$ cat src/hw/rtl/scw_pkg.sv
// shared types and constants for the sequence completion watermark
`timescale 1ns / 1ps
`default_nettype none
package scw_pkg;

    localparam int unsigned SEQ_W      = 32;
    localparam int unsigned WINDOW_DEF = 64;
    localparam int unsigned STATUS_W   = 2;
    localparam int unsigned OUT_RAW_W  = 2 * SEQ_W + STATUS_W;
    localparam int unsigned OUT_DATA_W = ((OUT_RAW_W + 7) / 8) * 8;

    typedef enum logic [STATUS_W-1:0] {
        ST_ADVANCED = 2'd0,
        ST_BUFFERED = 2'd1,
        ST_STALE    = 2'd2,
        ST_DROPPED  = 2'd3
    } status_t;

    typedef enum logic [1:0] {
        S_IDLE,
        S_SHIFT,
        S_OUT
    } state_t;

    // controller to datapath
    typedef struct packed {
        logic cfg_load;
        logic accept;
        logic shift;
        logic load_out;
    } scw_cmd_t;

    // datapath to controller
    typedef struct packed {
        logic is_next;
        logic more;
        logic out_free;
    } scw_sts_t;

endpackage
`default_nettype wire

$ cat src/hw/rtl/scw_dp.sv
// datapath: watermark, highest seen, pending bitmap and result register
`timescale 1ns / 1ps
`default_nettype none
module scw_dp import scw_pkg::*; #(
    parameter int unsigned WINDOW = WINDOW_DEF
) (
    input  wire logic                  aclk,
    input  wire logic                  aresetn,
    input  wire scw_cmd_t              cmd,
    output scw_sts_t                   sts,
    input  wire logic [SEQ_W-1:0]      in_seq,
    input  wire logic [SEQ_W-1:0]      cfg_data,
    input  wire logic                  m_tready,
    output logic                       m_tvalid,
    output logic [OUT_DATA_W-1:0]      m_tdata
);

    localparam int unsigned IDX_W = (WINDOW > 1) ? $clog2(WINDOW) : 1;

    logic [SEQ_W-1:0]      watermark_reg;
    logic [SEQ_W-1:0]      highest_reg;
    logic [WINDOW-1:0]     pending_reg;
    status_t               status_reg;
    logic                  out_valid_reg;
    logic [OUT_DATA_W-1:0] out_data_reg;

    logic [SEQ_W-1:0] diff;
    logic [SEQ_W-1:0] offs;
    logic [IDX_W-1:0] idx;
    logic             is_stale;
    logic             is_next;
    logic             in_win;

    always_comb begin
        diff     = in_seq - watermark_reg;
        offs     = diff - SEQ_W'(2);
        idx      = offs[IDX_W-1:0];
        is_stale = (in_seq <= watermark_reg);
        is_next  = !is_stale && (diff == SEQ_W'(1));
        in_win   = !is_stale && !is_next && (offs < SEQ_W'(WINDOW));
    end

    assign sts.is_next  = is_next;
    assign sts.more     = pending_reg[0];
    assign sts.out_free = !out_valid_reg || m_tready;

    always_ff @(posedge aclk) begin
        if (!aresetn) begin
            watermark_reg <= '0;
            highest_reg   <= '0;
            pending_reg   <= '0;
            status_reg    <= ST_ADVANCED;
        end else if (cmd.cfg_load) begin
            watermark_reg <= cfg_data;
            highest_reg   <= cfg_data;
            pending_reg   <= '0;
        end else if (cmd.accept) begin
            if (in_seq > highest_reg) begin
                highest_reg <= in_seq;
            end
            if (is_stale) begin
                status_reg <= ST_STALE;
            end else if (is_next) begin
                watermark_reg <= in_seq;
                status_reg    <= ST_ADVANCED;
            end else if (in_win) begin
                if (pending_reg[idx]) begin
                    status_reg <= ST_STALE;
                end else begin
                    pending_reg[idx] <= 1'b1;
                    status_reg       <= ST_BUFFERED;
                end
            end else begin
                status_reg <= ST_DROPPED;
            end
        end else if (cmd.shift) begin
            // the bit shifted out stands for watermark + 1
            pending_reg <= pending_reg >> 1;
            if (pending_reg[0]) begin
                watermark_reg <= watermark_reg + SEQ_W'(1);
            end
        end
    end

    always_ff @(posedge aclk) begin
        if (!aresetn) begin
            out_valid_reg <= 1'b0;
        end else if (cmd.load_out) begin
            out_valid_reg <= 1'b1;
        end else if (m_tready) begin
            out_valid_reg <= 1'b0;
        end
    end

    always_ff @(posedge aclk) begin
        if (cmd.load_out) begin
            out_data_reg <= OUT_DATA_W'({status_reg, highest_reg, watermark_reg});
        end
    end

    assign m_tvalid = out_valid_reg;
    assign m_tdata  = out_data_reg;

endmodule
`default_nettype wire

$ cat src/hw/rtl/scw_ctrl.sv
// controller: accept, bitmap advance and result hand-off sequencing
`timescale 1ns / 1ps
`default_nettype none
module scw_ctrl import scw_pkg::*; (
    input  wire logic     aclk,
    input  wire logic     aresetn,
    input  wire logic     s_tvalid,
    output logic          s_tready,
    input  wire logic     cfg_valid,
    output logic          cfg_ready,
    input  wire scw_sts_t sts,
    output scw_cmd_t      cmd
);

    state_t state_reg;
    state_t state_next;

    always_ff @(posedge aclk) begin
        if (!aresetn) begin
            state_reg <= S_IDLE;
        end else begin
            state_reg <= state_next;
        end
    end

    always_comb begin
        state_next = state_reg;
        cmd        = '0;
        s_tready   = 1'b0;
        cfg_ready  = 1'b0;
        case (state_reg)
            S_IDLE: begin
                cfg_ready = 1'b1;
                // a register write wins over a waiting item
                s_tready  = !cfg_valid;
                if (cfg_valid) begin
                    cmd.cfg_load = 1'b1;
                end else if (s_tvalid) begin
                    cmd.accept = 1'b1;
                    state_next = sts.is_next ? S_SHIFT : S_OUT;
                end
            end
            S_SHIFT: begin
                cmd.shift = 1'b1;
                if (!sts.more) begin
                    state_next = S_OUT;
                end
            end
            S_OUT: begin
                if (sts.out_free) begin
                    cmd.load_out = 1'b1;
                    state_next   = S_IDLE;
                end
            end
            default: begin
                state_next = S_IDLE;
            end
        endcase
    end

endmodule
`default_nettype wire

$ cat src/hw/rtl/sequence_completion_watermark_top.sv
// top level of the sequence completion watermark tracker
//
//  channel   dir  handshake            payload
//  s_        in   s_tvalid / s_tready  s_tdata[31:0] completed_seq
//  m_        out  m_tvalid / m_tready  m_tdata watermark, highest_seen, status
//  cfg_      in   cfg_valid/cfg_ready  cfg_data[31:0] start_sequence
//
//  an item that does not advance the watermark goes from accept straight to the
//  result hand-off; an advancing item first walks the run of contiguous pending
//  bits, one bit per cycle, and the walk ends on one further shift. the result
//  register lets the next transaction be taken while a result waits; a stalled
//  result holds the controller in its hand-off state. reset (synchronous, active
//  low) gives watermark and highest seen 0 and clears the bitmap; a register
//  write restarts the tracker from the written value.
`timescale 1ns / 1ps
`default_nettype none
module sequence_completion_watermark_top import scw_pkg::*; #(
    parameter int unsigned WINDOW = WINDOW_DEF
) (
    input  wire logic                  aclk,
    input  wire logic                  aresetn,
    input  wire logic                  s_tvalid,
    output logic                       s_tready,
    input  wire logic [SEQ_W-1:0]      s_tdata,   // [31:0] completed_seq
    output logic                       m_tvalid,
    input  wire logic                  m_tready,
    output logic [OUT_DATA_W-1:0]      m_tdata,   // [31:0] watermark, [63:32] highest_seen,
                                                  // [65:64] status, rest zero
    input  wire logic                  cfg_valid,
    output logic                       cfg_ready,
    input  wire logic [SEQ_W-1:0]      cfg_data   // [31:0] start_sequence
);

    scw_cmd_t cmd;
    scw_sts_t sts;

    scw_ctrl u_ctrl (
        .aclk      (aclk),
        .aresetn   (aresetn),
        .s_tvalid  (s_tvalid),
        .s_tready  (s_tready),
        .cfg_valid (cfg_valid),
        .cfg_ready (cfg_ready),
        .sts       (sts),
        .cmd       (cmd)
    );

    scw_dp #(
        .WINDOW (WINDOW)
    ) u_dp (
        .aclk     (aclk),
        .aresetn  (aresetn),
        .cmd      (cmd),
        .sts      (sts),
        .in_seq   (s_tdata),
        .cfg_data (cfg_data),
        .m_tready (m_tready),
        .m_tvalid (m_tvalid),
        .m_tdata  (m_tdata)
    );

endmodule
`default_nettype wire
$ cat config.mk
export PLATFORM = sky130hd
export DESIGN_NAME = sequence_completion_watermark_top
export DESIGN_NICKNAME = d
export VERILOG_FILES = /design/src/hw/rtl/scw_pkg.sv /design/src/hw/rtl/scw_dp.sv /design/src/hw/rtl/scw_ctrl.sv /design/src/hw/rtl/sequence_completion_watermark_top.sv
export SDC_FILE = /design/constraint.sdc
export NUM_CORES = 1
export LEC_CHECK = 0
export BUFFER_PORTS_ARGS = -buffer_cell sky130_fd_sc_hd__buf_2
export CORE_MARGIN = 4
export CORE_UTILIZATION = 45
export DETAILED_ROUTE_END_ITERATION = 8
export PLACE_DENSITY = 0.73
export SLEW_MARGIN = 0
export SYNTH_ARGS = -nofsm -noshare
export SYNTH_HDL_FRONTEND = slang
export SYNTH_SLANG_ARGS = --single-unit
export TNS_END_PERCENT = 30
$ cat constraint.sdc
create_clock -name aclk -period 5.6 [get_ports aclk]
set_clock_uncertainty 0.1 [all_clocks]
set_input_delay 1.12 -clock aclk [delete_from_list [all_inputs] [get_ports aclk]]
set_output_delay 1.12 -clock aclk [all_outputs]
set_load 0.05 [all_outputs]
==> summary.txt, run 1 <==
Clock network
  • Root buf cell: clkbuf_16
  • Post-CTS setup buffers: 0
  • Maximum clock path buffer count: 2
  • # hold bufs at CTS: 0
  • Post-cts resize count: 0
  • H-tree depth: 4
  • Clock slew at reported path FFs: 0.08 ns
  • TritonCTS buffer count: 17
  • CTS Sinks: 199
  • TritonCTS clock tree: done
  • Clock Latency Late Sink: 0.46 ns

Synth
  • Top cells by area, synth: dfxtp_1 18%, edfxtp_1 14%, o21ai_0 6.2%
  • Seq/Total Area, Yosys: 0.322
  • Synthesized netlist cell count: about 1700
  • Post-synth top area share: 0.185
  • Netlist cell types: 87
  • Top cell type by total area after synthesis: dfxtp_1
  • Avg Cell Area, Syn: 8.70 sq um
  • Post-synth EDFFs: 66
  • Synth warn: 0
  • Main flop type after synthesis: dfxtp_1
  • Synth Register Bits: 199
  • Post-Syn Area: 0.0144 sq mm
  • Asr flop ratio synth: 0

STA
  • Final TNS setup: 0 ns
  • Min cycle time layout: 5.05 ns
  • Setup violations, final: 0
  • Max Freq: 198 MHz
  • Slew headroom: 0.161
  • Slew @ Worst Pin: 1.25 ns
  • Fin. Hold Viols: 0
  • Final Cycle Share: 0.901
  • Worst Slack Setup Final: 0.553 ns
  • Final Slew Violations: 0
  • RSZ-0062 raised after global routing: no

Final layout
  • N_diodes: 0
  • Final core occ: 0.506
  • Most common cell after layout, fill and taps aside: nor2_1
  • Most frequent cells in the layout: 196 x nor2_1, 178 x o21ai_0, 136 x buf_2
  • Largest register FFs: 66
  • Fraction of layout cells with a size suffix above 1: 0.175
  • Fin area: ~0.016 sq mm
  • Final Net Count: 1869
  • Layout Cells excl Fill: 2144
  • Syn-to-layout area delta: 10.8%

Die
  • Initial core utilization: 0.457
  • Die ar.: 0.0350 sq mm
  • Die X: 187 um
  • Rows: 65
  • Io pins: 144
  • Die Height: around 190 um
  • Core area: around 0.032 sq mm

Placement
  • DP HPWL: 29.5 mm
  • Placed Area: 0.0154 sq mm
  • Placed cell count: 2112
  • IO Port Bufs: 137
  • GP Congestion: 0.944
  • Placement Setup Slack: between 0.2 and 0.3 ns

Routing
  • Post-DRT Antenna Nets: 0
  • Via/cell ratio: 6.34
  • WL/cell: 19.7 um
  • DRC errors left: 0
  • Routed vias: ~14000
  • TritonRoute pass-1 iters: 6
  • Final wirelength: about 42 mm
  • Initial DRC count: 1286

Status
  • Status: completed

Setup path
  • CP required: 5.79 ns
  • Worst Path Arrival: ~5.2 ns
  • Crit-path max FO: 64
  • Startpoint class of the critical path: primary input
  • CP Class: primary input to flop
  • Crit path capture type: flop

Pwr
  • Maximum VDD drop: 215 uV
  • Pwr Density: roughly 260 mW/mm^2
  • Power share of the combinational group: 0.320
  • Leakage Power: 0.00568 uW
  • Switching Power: 1570 uW
  • Sw frac: 0.373
  • Sequential share of power: 0.386
  • Clk pwr share: 0.294
  • Internal Power: between 2000 and 3000 uW

Global routing
  • Initial antenna violation count: 0
  • Vias in the first global route: 13063
  • Total GRT Usage: 0.231
  • First-pass GRT wire length: 68.1 mm
  • Largest net degree at the start of global routing: 83
  • Grt ovf: 0

Job
  • Max-Cap Viols: 0

Hold path
  • Tightest Hold Check Type: flop to flop
[metal layers]
metal | GRT usage | vias up | share of wire
met2 | 0.400 | 547 | 0.49
li1 | - | 6410 | -
met1 | 0.288 | 6518 | 0.42
met5 | 0 | - | 0
met3 | 0.0347 | 118 | 0.055
met4 | 0.101 | 0 | 0.036
[logic make-up after synthesis]
family / count (synthesis) / share of synthesized area
other: 1 / 0.000260
adders and majority gates: 71 / 0.0621
xor gates and xnor gates: 41 / 0.0249
buffers and inverters: 198 / 0.0588
and+or+nand+nor: 457 / 0.148
AOI/OAI and AO/OA: 632 / 0.328
DFF: 199 / 0.322
muxes: 59 / 0.0558
[final cells by class]
class                      count  area (sq um)
clock inverter                15           143
sequential                   199          4640
fill                        2981         15600
inverter                      78           293
clock buffer                  17           425
multi-input combinational   1266          8990
timing repair buffer         167           976
tap                          402           503
[power groups by stage]
stage,Clock (uW),Sequential [uW],Combinational (uW)
after floorplan,0,1740,864
after global placement,0,1650,1290
after detailed placement,0,1660,1320
after CTS,1250,1620,1330
after global routing,1310,1630,1460
final,1240,1620,1350
[through the flow]
stage | power (uW) | hold WS, ns
2_1_floorplan | 2600 | 0.308
3_3_place_gp | 2950 | 0.319
3_5_place_dp | 2970 | 0.314
4_1_cts | 4200 | 0.332
5_1_grt | 4400 | 0.343
6_report | 4210 | 0.335
[synthesized netlist by cell type, types with 41 or more instances]
master     number
a21oi_1       101
edfxtp_1       66
o2111ai_1      62
o21ai_0       178
a211oi_1       55
clkbuf_1       86
inv_1          76
nand2_1        83
nor2_1        196
mux2i_1        41
ha_1           70
dfxtp_1       133
a21oi_4        45
[worst paths after layout]
check | from | to | slack, ns | depth (start not counted)
worst max-delay path | s_tdata[3] | u_dp.watermark_reg[11] | 0.55 | 15
worst min-delay path | u_dp.watermark_reg[16] | u_dp.m_tdata[16] | 0.33 | 0
worst max register to register | u_dp.watermark_reg[3] | u_dp.watermark_reg[11] | 0.79 | 15
worst min register to register | u_dp.watermark_reg[16] | u_dp.m_tdata[16] | 0.33 | 0
[worst max-delay path, cell delays in order]
cell	delay, ns
buf_2	0.13
ha_1	0.37
a21o_1	0.21
a21oi_1	0.43
a2111oi_0	0.25
or4_1	0.44
a222oi_1	0.39
buf_4	0.21
and4_1	0.25
and4b_1	0.23
and4bb_2	0.31
a31oi_4	0.11
buf_12	0.20
a211oi_1	0.38
a211oi_1	0.12
Note: power is estimated with default switching activity, not from simulation.
==> run 2: changes to the inputs <==
--- a/config.mk
+++ b/config.mk
@@ -9,9 +9,10 @@
 export CORE_MARGIN = 4
 export CORE_UTILIZATION = 45
 export DETAILED_ROUTE_END_ITERATION = 8
-export PLACE_DENSITY = 0.73
+export PLACE_DENSITY = 0.71
 export SLEW_MARGIN = 0
 export SYNTH_ARGS = -nofsm -noshare
 export SYNTH_HDL_FRONTEND = slang
+export SYNTH_HIERARCHICAL = 1
 export SYNTH_SLANG_ARGS = --single-unit
 export TNS_END_PERCENT = 30
==> constraint.sdc (replaced) <==
create_clock -name aclk -period 5 [get_ports aclk]
set_clock_uncertainty 0.1 [all_clocks]
set_input_delay 1 -clock aclk [delete_from_list [all_inputs] [get_ports aclk]]
set_output_delay 1 -clock aclk [all_outputs]
set_load 0.05 [all_outputs]
==> summary.txt, run 2 <==
Pwr
  • Leakage Power: 0.00556 uW (was 0.00568 uW)
  • Maximum VDD drop: 209 uV (was 215 uV)
  • Power Total: 4750 uW (was 4210 uW)
  • Pwr Density: 323 mW/mm^2 (was 264 mW/mm^2)

Global routing
  • Grt ovf: 0 (unchanged)
  • Initial antenna violation count: 0 (unchanged)
  • Total GRT Usage: 0.237 (was 0.231)
  • First-pass GRT wire length: 60.7 mm (was 68.1 mm)
  • Largest net degree at the start of global routing: 69 (was 83)
  • Vias in the first global route: 11229 (was 13063)

Placement
  • Placed Area: 0.0141 sq mm (was 0.0154 sq mm)
  • Placed cell count: 1915 (was 2112)
  • DP HPWL: 27.7 mm (was 29.5 mm)
  • GP Congestion: 0.915 (was 0.944)
  • IO Port Bufs: 137 (unchanged)

Final layout
  • Filler Cells Inserted: 2642 (was 2981)
  • Fin area: 0.0147 sq mm (was 0.0160 sq mm)
  • Fraction of layout cells with a size suffix above 1: 0.205 (was 0.175)
  • N_diodes: 0 (unchanged)
  • Syn-to-layout area delta: 14.0% (was 10.8%)
  • Multi-input logic area: 0.00756 sq mm (was 0.00899 sq mm)
  • Register Area: 0.00464 sq mm (unchanged)
  • Final core occ: 0.524 (was 0.506)
  • Most frequent cells in the layout: 140 x nand2_1, 139 x a21oi_1, 137 x buf_2 (was 196 x nor2_1, 178 x o21ai_0, 136 x buf_2)
  • Final Net Count: 1696 (was 1869)
  • Layout Cells excl Fill: 1947 (was 2144)
  • Largest register FFs: 66 (unchanged)
  • Most common cell after layout, fill and taps aside: nand2_1 (was nor2_1)

Clock network
  • TritonCTS clock tree: done (unchanged)
  • Root buf cell: clkbuf_16 (unchanged)
  • TritonCTS buffer count: 17 (unchanged)
  • # hold bufs at CTS: 0 (unchanged)
  • H-tree depth: 4 (unchanged)
  • Post-cts resize count: 0 (unchanged)
  • Post-CTS setup buffers: 0 (unchanged)
  • Maximum clock path buffer count: 2 (unchanged)
  • CTS Sinks: 199 (unchanged)
  • Clock Latency Late Sink: 0.46 ns (about the same)
  • Clock slew at reported path FFs: 0.08 ns (about the same)

Synth
  • Post-synth EDFFs: 66 (unchanged)
  • Main flop type after synthesis: dfxtp_1 (unchanged)
  • Top cell type by total area after synthesis: dfxtp_1 (unchanged)
  • Avg Cell Area, Syn: 8.92 sq um (was 8.70 sq um)
  • Synth cell count leaders: 140 x a21oi_1, 140 x nand2_1, 133 x dfxtp_1, 85 x nor2_1, 81 x o21ai_0 (was 196 x nor2_1, 178 x o21ai_0, 133 x dfxtp_1, 101 x a21oi_1, 86 x clkbuf_1)
  • Synth Register Bits: 199 (unchanged)
  • Asr flop ratio synth: 0 (unchanged)
  • Post-Syn Area: 0.0129 sq mm (was 0.0144 sq mm)
  • Seq/Total Area, Yosys: 0.359 (was 0.322)
  • Synth warn: 6 (was 0)
  • Top cells by area, synth: dfxtp_1 21%, edfxtp_1 15%, ha_1 6.8% (was dfxtp_1 18%, edfxtp_1 14%, o21ai_0 6.2%)
  • Synthesized netlist cell count: 1448 (was 1658)
  • Netlist cell types: 88 (was 87)
  • Post-synth top area share: 0.206 (was 0.185)

STA
  • RSZ-0062 raised after global routing: no (unchanged)
  • Setup violations, final: 0 (unchanged)
  • Final Cycle Share: 0.930
  • Slew headroom: 0.214 (was 0.161)
  • Slew @ Worst Pin: 1.18 ns (was 1.25 ns)
  • Final Slew Violations: 0 (unchanged)
  • Min cycle time layout: 4.65 ns
  • Max Freq: 215 MHz
  • Fin. Hold Viols: 0 (unchanged)
  • WHS: 0.347 ns (was 0.335 ns)

Setup path
  • Worst path cell trace: buf_2 -> inv_1 -> ha_1 -> fa_1 -> nand2b_2 -> a21o_1 -> a2111oi_2 -> o31ai_1 -> a21o_1 -> nor4_4 -> and4b_1 -> xnor2_1 -> nor3b_2 -> nand4b_4 -> buf_12 -> o41ai_1 (was buf_2 -> ha_1 -> a21o_1 -> a21oi_1 -> a2111oi_0 -> or4_1 -> a222oi_1 -> buf_4 -> and4_1 -> and4b_1 -> and4bb_2 -> a31oi_4 -> buf_12 -> a211oi_1 -> a211oi_1)
  • Worst Path Arrival: 4.89 ns (was 5.23 ns)
  • Crit path capture type: flop (unchanged)
  • Reg2reg start: u_dp/watermark_reg[3] (was u_dp.watermark_reg[3])
  • CP required: 5.24 ns (was 5.79 ns)
  • Buf+Inv Stages, Crit Path: 3 (unchanged)
  • Crit-path max FO: 41 (was 64)
  • CP Class: primary input to flop (unchanged)
  • R2R setup slack: 0.64 ns (was 0.79 ns)
  • CP max stage delay: 0.54 ns (was 0.44 ns)
  • Critical-path top delay cell: a2111oi_2 (was or4_1)
  • CP delay by family, top: compound AO/OA/AOI/OAI gates (unchanged)
  • CP Launch Point: s_tdata[0] (was s_tdata[3])
  • Cell mode on critical path: a21o_1 (was a211oi_1)
  • Startpoint class of the critical path: primary input (unchanged)

Die
  • Core area: 0.0281 sq mm (was 0.0316 sq mm)
  • Die X: 177 um (was 187 um)
  • Die ar.: 0.0315 sq mm (was 0.0350 sq mm)
  • Die Height: 177 um (was 187 um)
  • Rows: 61 (was 65)
  • Initial core utilization: 0.460 (was 0.457)
  • Io pins: 144 (unchanged)

Hold path
  • Tightest Hold Check Type: flop to flop (unchanged)
  • Hold path startpoint: u_dp/status_reg[1] (was u_dp.watermark_reg[16])

Job
  • Max-Cap Viols: 0 (unchanged)

Routing
  • Final wirelength: 38.0 mm (was 42.3 mm)
  • TritonRoute pass-1 iters: 6 (unchanged)
  • Routed vias: 11964 (was 13593)
  • Post-DRT Antenna Nets: 0 (unchanged)
  • Initial DRC count: 1145 (was 1286)
  • WL/cell: 19.5 um (was 19.7 um)
  • DRC errors left: 0 (unchanged)
  • Via/cell ratio: 6.14 (was 6.34)

Status
  • Status: completed (unchanged)
[run 2: cell types whose count changed in the layout (fill, tap and decap cells not counted), sizes merged, moves of 24 or more]
cell,delta
a211oi,-37
mux2i,-35
nand2,+57
nor2,-111
buf,+24
o21ai,-94
o41ai,+48
o2111ai,-59
a22oi,+59
[run 2: worst paths after layout]
| path | depth (start not counted) | to |
|---|---|---|
| max | 16 | u_dp/pending_reg[20] |
| min | 0 | u_dp/m_tdata[65] |
| max reg2reg | 15 | u_dp/pending_reg[20] |
| min reg2reg | 0 | u_dp/m_tdata[65] |
[run 2: where the power goes]
part | switching [uW] | internal (uW)
logic | 1020 | 477
registers | 60.7 | 1760
clock network | 749 | 689
total | 1830 | 2920
[run 2: per-layer routing]
metal	part of all wire	track usage
met5	0	0
met4	0.013	0.0558
met3	0.069	0.0341
met2	0.48	0.395
met1	0.44	0.328
[run 2: cell families after synthesis]
family | count (synthesis) | share of synthesized area
muxes | 26 | 0.0369
DFF | 199 | 0.359
buffers and inverters | 190 | 0.0623
adders and majority gates | 71 | 0.0693
and+or+nand+nor | 417 | 0.160
other | 1 | 0.000290
xor gates and xnor gates | 41 | 0.0278
AOI/OAI and AO/OA | 503 | 0.284
[run 2: layout make-up]
type | count | area share
clock inverters | 15 | 0.0130
well taps | 378 | 0.0321
clock buffers | 17 | 0.0289
multi-input cells | 1064 | 0.513
inverters | 83 | 0.0212
repair buffers | 191 | 0.0766
flip-flops and latches | 199 | 0.315
[run 2: through the flow]
| stage | TNS (ns) | worst slack (ns) |
|---|---|---|
| after CTS | 0 | 0.392 |
| after floorplan | 0 | 0.225 |
| after global routing | 0 | 0.141 |
| after detailed placement | -0.191 | -0.0639 |
| after global placement | 0 | 0.115 |
| final | 0 | 0.350 |
